[src/prt_ram.sv]
// Generic single-port RAM with registered read.
module prt_ram #(
  parameter int Width = 8,
  parameter int Depth = 16
) (
  input  logic                     clk,
  input  logic                     we,
  input  logic [$clog2(Depth)-1:0] addr,
  input  logic [Width-1:0]         wdata,
  output logic [Width-1:0]         rdata
);
  logic [Width-1:0] mem [Depth];

  always_ff @(posedge clk) begin
    if (we) begin
      mem[addr] <= wdata;
    end
    rdata <= mem[addr];
  end
endmodule
[config.mk]
export PLATFORM = sky130hd
export DESIGN_NAME = prt_ram
export DESIGN_NICKNAME = d
export VERILOG_FILES = /design/src/prt_ram.sv
export SDC_FILE = /design/constraint.sdc
export NUM_CORES = 1
export LEC_CHECK = 0
export ABC_CLOCK_PERIOD_IN_PS = 2000
export BUFFER_PORTS_ARGS = -buffer_cell sky130_fd_sc_hd__buf_2
export CAP_MARGIN = 20
export CORE_MARGIN = 2
export CORE_UTILIZATION = 50
export DETAILED_ROUTE_END_ITERATION = 16
export HOLD_SLACK_MARGIN = 0.15
export PLACE_DENSITY_LB_ADDON = 0.2
export SETUP_SLACK_MARGIN = 0.3
export SLEW_MARGIN = 20
export SYNTH_ARGS = -nofsm -noshare
export SYNTH_HDL_FRONTEND = slang
export SYNTH_SLANG_ARGS = --single-unit
[constraint.sdc]
create_clock -name clk -period 2 [get_ports clk]
set_input_delay 0.4 -clock clk [delete_from_list [all_inputs] [get_ports clk]]
set_output_delay 0.4 -clock clk [all_outputs]
set_load 0.005 [all_outputs]
Yosys cells after proc, flatten, opt, wreduce, memory -nomap -nowiden
Memory sizes are Yosys's and may differ from the RTL's. A register that Yosys moved wholly into a read port is not among the register bits.
Cells that the tools add are included.
{"block": "totals", "romBits": 0, "regBits": 0, "word_cells": 3, "ram_bits": 128, "latch_bits": 0, "out_inout_bits": 8, "inputBits": 14, "n_memories": 1}
{"name": "mem", "depth": 16, "width": 8, "rd": 1, "rd_ports_with_merged_regs": 1, "wr": 1, "line": "12", "text": "logic [Width-1:0] mem [Depth];"}
{"block": "op_classes", "div": 0, "mux": 2, "n_bitwise": 0, "mul": 0, "n_eq_ne": 0, "n_addsub": 0, "reduce_logical": 0, "shift": 0, "n_lt_le_gt_ge": 0}
{"op": "$mux 1", "n": 2}

Logic depth before layout (Yosys ltp)
Gate-level depths: netlist of run 1.
{"block": "logic_depth", "word_depth": 2, "ltp_mapped": 5}

Least setup slack after synthesis of run 1
OpenSTA, ideal clock, no wires.
{"block": "synth_timing", "path_kind": "input-to-reg", "from": "in addr[2]", "to": "mem mem[0][0], enable pin", "n_path_buf": 0, "required_time_ps": 1617, "arrival_ps": 1510, "setup_time_ps": 383, "cell_stages": 2, "path_slack_ps": 107, "path_cell_list": "or3b_2 -> nor3_1"}
{"item": "start: declaration", "line": "8", "text": "input logic [$clog2(Depth)-1:0] addr,"}
{"item": "end: declaration", "line": "12"}
No word-level cell before the write port.

Worst setup path in the final report of run 1
{"block": "layout_timing", "from": "reg rdata[7] (read register of mem)", "to": "out rdata[7]"}
{"item": "start: declaration", "line": "10", "text": "output logic [Width-1:0] rdata"}
No word-level cell between the ends.

==> results.md, run 1 <==
* Pwr Total at around 0.0065 W
* Synth Warn # at 0
* Synthesized area at ~5000 um^2
* Sequential area share after synthesis at between 70% and 80%
* Area share of the largest cell type after synthesis at between 70% and 80%
* Synth Area in Compound Gates at between 2 and 2.5%
* Delay-heaviest family, CP: flip-flops
* Hold Crit Class: in -> reg
* DRT antenna net count at 0
* Power per cell area at around 1100 nW/um^2
* Worst EP arrival at 1.00 ns
* VDD IR max at 0.000497 V
* Slowest stage delay, CP at ~0.36 ns
* Max-slew headroom at between 70% and 80%
* Initial Util at between 50% and 60%
* Synth top area cells: edfxtp_1 (76%), mux4_2 (14%), dfxtp_1 (3.2%)
* Final nets at about 300
* Final WL at approximately 8900 um
* Max-cap violations at 0
* Critical path buffer and inverter count at 1
* Post-CTS sizing at 0
* Slowest CP cell: dfxtp_1
* Fin crit period at between 1 and 1.5 ns
* Worst-path clk slew at around 0.060 ns
* CP Capture Type: primary output
* Finished Core Util at ~62%
* GPL Wtd Cong at roughly 0.73
* DIE HEIGHT at roughly 100 um
* Multi-input logic area at 1020 um^2
* Root Buffer: clkbuf_8
* F_max at around 0.7 GHz
* Num CTS Buffers at 17
* Final hold vios at 0
* Largest net degree at the start of global routing at 20
* Initial antenna violation count at 0
* Synth Net Count at ~240
* Final number of max-transition violations at 0
* Cell Area, Placed at roughly 5500 um^2
* Slew @ Worst Pin at 0.376 ns
* Ant. Diodes at 0
* CP required at 1.60 ns
* #FFs+latches synth at roughly 140
* CTS tree: done
* Main combinational cell family by area after synthesis: multiplexers
* CP max FO at 1
* Avg Inst Size Synth at roughly 22 um^2
* Synth Area in Simple Gates at 3.21%
* RSZ-0062 raised after global routing: no
* Status: finished, final reports clean
* Worst Setup Start Kind: register
* Fin Clk Skew at 0.00666 ns
* CTS max path bufs at 2
* Io pins at 22
* Crit-path cells: buf_2
* Row count at 36
* Fin crit share at 70.0%
* Vias in the first global route at 2496
* Drt first pass iters at 4
* Gr usage total at 18.2%
* Critical path class: reg -> out
* Area leader, netlist: edfxtp_1
* H-tree lvl count at 4
* Final setup viols at 0
* # DRC at 0
* Register area at ~4000 um^2
* Routed len/inst at around 21 um
* Starting DRT DRC Count at 98
* Synth unique cells at 18
* Post-Synth XOR/XNOR Area at 0%
* Post-route cell area at 6110 um^2
* Die X at around 100 um
* Post-Synth Adder-Cell Area at 0%
* Postcts setup bufs at 0
* Layout cell share with drive strength beyond 1 at 38.3%
* Number of fillers in the final layout at ~710
* Port buffer count at 21
* Setup_tns at 0 ns
* Proportion of synthesized area in mux cells at 14.2%
* Total number of vias at approximately 2300
* GRT overflow at 0
* DR vias/cell at roughly 5.4
* Clk_lat worst skew at roughly 0.52 ns
* Post-DP HPWL at about 6100 um
* CTS sink cnt at between 100 and 150
* Leakage at 2.06 nW
* Core Footprint at around 10000 um^2
* Cts hold-fix bufs at 0
* First-pass GRT wire length at between 10000 and 15000 um
* Cells after synthesis at between 200 and 250
* Die footprint at about 11000 um^2
* Area Growth Syn to Fin at 20.6%
## cells by family (layout without fill, tap and decap cells)
family | Yosys count | in the layout
flip-flops | 136 | 136
AND/OR/NAND/NOR | 35 | 35
multiplexers | 32 | 32
AO/OA/AOI/OAI | 16 | 16
buffers and inverters | 11 | 81
## metal layers
| metal | track usage, % | routed length (um) | up-vias |
|---|---|---|---|
| li1 | - | - | 1075 |
| met4 | 7.71 | 108 | 0 |
| met2 | 29.3 | 4660 | 39 |
| met5 | 0 | 0 | - |
| met1 | 22.9 | 3860 | 1216 |
| met3 | 5.93 | 315 | 11 |
## cell usage after synthesis (all sizes together)
master and n:
nand2b 2, nand3b 2, nand2 9, nor3 4, and2 1, nor2b 2
buf 8, edfxtp 128, or3b 1, nand3 1, mux4 32, a22oi 16
nor2 13, dfxtp 8, clkbuf 3
## power by group
group | switching (W) | internal, W
sequential | 0.0000211 | 0.00319
clock | 0.00105 | 0.00195
combinational | 0.000164 | 0.000137
## layout make-up
class | count | share of cell area, %
clock buffers | 23 | 7.47
well taps | 133 | 2.72
clock inverters | 9 | 2.01
repair buffers | 49 | 5.57
multi-input cells | 83 | 16.7
flip-flops and latches | 136 | 65.5
## worst paths after layout
| check | from | to | slack, ns | cells past startpoint |
|---|---|---|---|---|
| max | rdata[7] | rdata[7] | 0.60 | 1 |
| min reg2reg | mem[14][6] | rdata[6] | 0.67 | 3 |
| min | wdata[6] | mem[7][6] | 0.27 | 1 |
| max reg2reg | mem[3][4] | rdata[4] | 0.66 | 3 |
## layout by cell type, fill, tap and decap left out
cell	n
nor2_2	5
mux4_2	32
clkinv_2	4
nand3_1	1
nand2b_1	2
clkinv_1	1
edfxtp_1	128
bufinv_16	3
nand2_1	9
or3b_2	1
and2_1	1
dfxtp_1	8
buf_4	26
clkbuf_1	4
nor2b_1	2
a22oi_1	16
nand3b_1	2
buf_2	21
clkbuf_16	16
clkinv_4	1
buf_12	2
nor2_1	8
clkbuf_8	3
nor3_2	1
nor3_1	3
## sequential cells by signal, summed over array words and instances (netlist names)
| name | cells |
|---|---|
| mem | 128 |
| rdata | 8 |
## through the flow
stage,instances,worst slack [ns],hold slack (ns)
finish,433,0.600,0.269
global route,433,0.551,0.262
CTS,433,0.557,0.246
detailed placement,401,0.152,0.677
global placement,401,0.183,0.665
floorplan,230,0.162,0.499
## worst register-to-register path, stage by stage (launching register included)
cell      delay [ns]
edfxtp_1        0.37
mux4_2          0.47
a22oi_1         0.28
nand2_1         0.11
Power figures use the tool's default switching activity.
==> inputs of run 2 (changes only) <==
--- a/config.mk
+++ b/config.mk
@@ -5,7 +5,7 @@
 export SDC_FILE = /design/constraint.sdc
 export NUM_CORES = 1
 export LEC_CHECK = 0
-export ABC_CLOCK_PERIOD_IN_PS = 2000
+export ABC_CLOCK_PERIOD_IN_PS = 1400
 export BUFFER_PORTS_ARGS = -buffer_cell sky130_fd_sc_hd__buf_2
 export CAP_MARGIN = 20
 export CORE_MARGIN = 2
==> constraint.sdc (replaced) <==
create_clock -name clk -period 1.4 [get_ports clk]
set_input_delay 0.28 -clock clk [delete_from_list [all_inputs] [get_ports clk]]
set_output_delay 0.28 -clock clk [all_outputs]
set_load 0.005 [all_outputs]
==> results.md, run 2 (synthesized netlist as in run 1, its figures left out) <==
* VDD IR max at 0.000811 V (+63%)
* Setup slack after layout at 0.0775 ns (-0.523 ns)
* Worst Setup Start Kind: register
* Fin crit share at between 90% and 100%
* Layout cell share with drive strength beyond 1 at 48.7% (+10 points)
* Largest net degree at the start of global routing at 21 (+5.0%)
* Pwr Total at 0.00942 W (+45%)
* Num CTS Buffers at 17 (unchanged)
* Io pins at 22 (unchanged)
* CTS tree: done
* Switching Fraction at 21.5% (+2.6 points)
* Reg-to-reg slack, setup at 0.08 ns (-0.58 ns)
* Logic pwr share at 6.3% (+1.7 points)
* Most common cell after layout, fill and taps aside: edfxtp_1
* Initial antenna violation count at 0 (unchanged)
* Core Footprint at 9820 um^2 (unchanged)
* Routed len/inst at 23.6 um (+14%)
* Seq pwr share at 48.7% (-0.6 points)
* Slowest stage delay, CP at 0.50 ns (+0.14 ns)
* CTS sink cnt at 136 (unchanged)
* Vias in the first global route at 2679 (+7.3%)
* DRT antenna net count at 0 (unchanged)
* Die footprint at 11000 um^2 (unchanged)
* Clock network power share at 45.0% (-1.1 points)
* Row count at 36 (unchanged)
* Slowest CP cell: mux4_2
* Final number of max-transition violations at 0 (unchanged)
* Fin Clk Skew at 0.00837 ns (+0.00171 ns)
* Fin crit period at 1.32 ns
* Area Growth Syn to Fin at 32.3%
* DR vias/cell at 5.64 (+4.3%)
* Drt first pass iters at 4 (unchanged)
* Post-route cell area at 6700 um^2 (+9.7%)
* H-tree lvl count at 4 (unchanged)
* Worst EP arrival at 1.71 ns (+0.71 ns)
* Max-slew headroom at 34.7% (-40 points)
* CP required at 1.79 ns (+0.19 ns)
* Status: finished, final reports clean
* Root Buffer: clkbuf_8
* Hold Crit Class: in -> reg
* GPL Wtd Cong at 0.778 (+6.7%)
* First-pass GRT wire length at 16000 um (+13%)
* Setup_tns at 0 ns (unchanged)
* Pint at 0.00740 W (+40%)
* F_max at 0.756 GHz
* Delay-heaviest family, CP: multiplexers
* Cell Area, Placed at 6000 um^2 (+8.5%)
* Max-cap violations at 0 (unchanged)
* Initial Util at 51.6% (unchanged)
* Port buffer count at 21 (unchanged)
* Die X at 105 um (unchanged)
* Hold slack at 0.176 ns (-0.0926 ns)
* RSZ-0062 raised after global routing: yes
* Critical path buffer and inverter count at 0 (-1)
* Top flop regs: mem: 128 flops, rdata: 8 flops
* DIE HEIGHT at 105 um (unchanged)
* Largest register FFs at 128 (unchanged)
* Final WL at 10600 um (+19%)
* CP max FO at 1 (unchanged)
* CP Capture Type: register
* Worst-path clk slew at 0.06 ns (about the same)
* Critical path class: reg -> reg
* Largest Register: mem
* Total number of vias at 2544 (+8.7%)
* GRT overflow at 0 (unchanged)
* Final nets at 319 (+6.0%)
* Switching power at 0.00202 W (+64%)
* Most frequent cells in the layout: edfxtp_1 (128), mux4_2 (32), buf_4 (21), buf_12 (21), buf_2 (19)
* CTS max path bufs at 2 (unchanged)
* Post-DP HPWL at 6590 um (+7.5%)
* Clk_lat worst skew at 0.52 ns (about the same)
* Gr usage total at 21.0% (+2.8 points)
* Starting DRT DRC Count at 134 (+37%)
* Final setup viols at 0 (unchanged)
* Post-place setup slack at -0.368 ns (-0.520 ns)
* Crit-path cells: mux4_2 > a22oi_2 > nand2_1
* Power per cell area at 1400 nW/um^2 (+32%)
* Ant. Diodes at 0 (unchanged)
* Final hold vios at 0 (unchanged)
* Slew @ Worst Pin at 0.977 ns (+0.601 ns)
* # DRC at 0 (unchanged)
* Leakage at 2.23 nW (+8.4%)
run 2: changes by cell type in the layout (fill, tap and decap cells not counted), sizes merged:
cell         change
bufinv           -1
clkinv           -2
dlygate4sd3      +4
clkbuf           -3
buf             +13
clkinvlp         +3
inv              +4
run 2: final timing paths:
check | end | from | cells after the start
setup / recovery | rdata[4] | mem[2][4] | 3
setup reg to reg | rdata[4] | mem[2][4] | 3
hold / removal | mem[5][3] | wdata[3] | 1
hold reg to reg | rdata[7] | mem[13][7] | 3
run 2: layout make-up:
class,instances,area (um^2)
clock buffer,19,422
clock inverter,13,146
fill,652,3120
multi-input combinational,83,1210
sequential,136,4010
tap,133,166
timing repair buffer,67,749
run 2: per-layer routing:
metal / up-vias / global-route usage [%] / wire length [um]
met3: 10 / 5.68 / 806
met4: 0 / 6.67 / 96
met2: 88 / 32.5 / 5420
met1: 1324 / 29.4 / 4320
li1: 1122 / - / -
met5: - / 0 / 0
run 2: power by group through the flow:
stage | registers (W) | clock network (W) | logic [W]
floorplan | 0.00466 | 0 | 0.000297
global placement | 0.00466 | 0 | 0.000542
detailed placement | 0.00467 | 0 | 0.000551
CTS | 0.00459 | 0.00431 | 0.000579
global route | 0.00459 | 0.00449 | 0.000635
finish | 0.00459 | 0.00424 | 0.000594
run 2: what timing repair did:
item / in CTS / in global routing
pin swaps: 9 / 4
hold endpoints to repair: 61 / 0
endpoints found under the setup margin: 17 / 46
gates cloned: 0 / 1
buffers inserted: 0 / 3
resized for setup: 10 / 3
hold buffers: 4 / 0
run 2: metrics by stage:
step                      cells  utilization, %
final                       451            68.3
after global routing        451            68.3
after CTS                   447            67.7
after detailed placement    411            61.1
after global placement      411            61.1
after floorplan             230               -
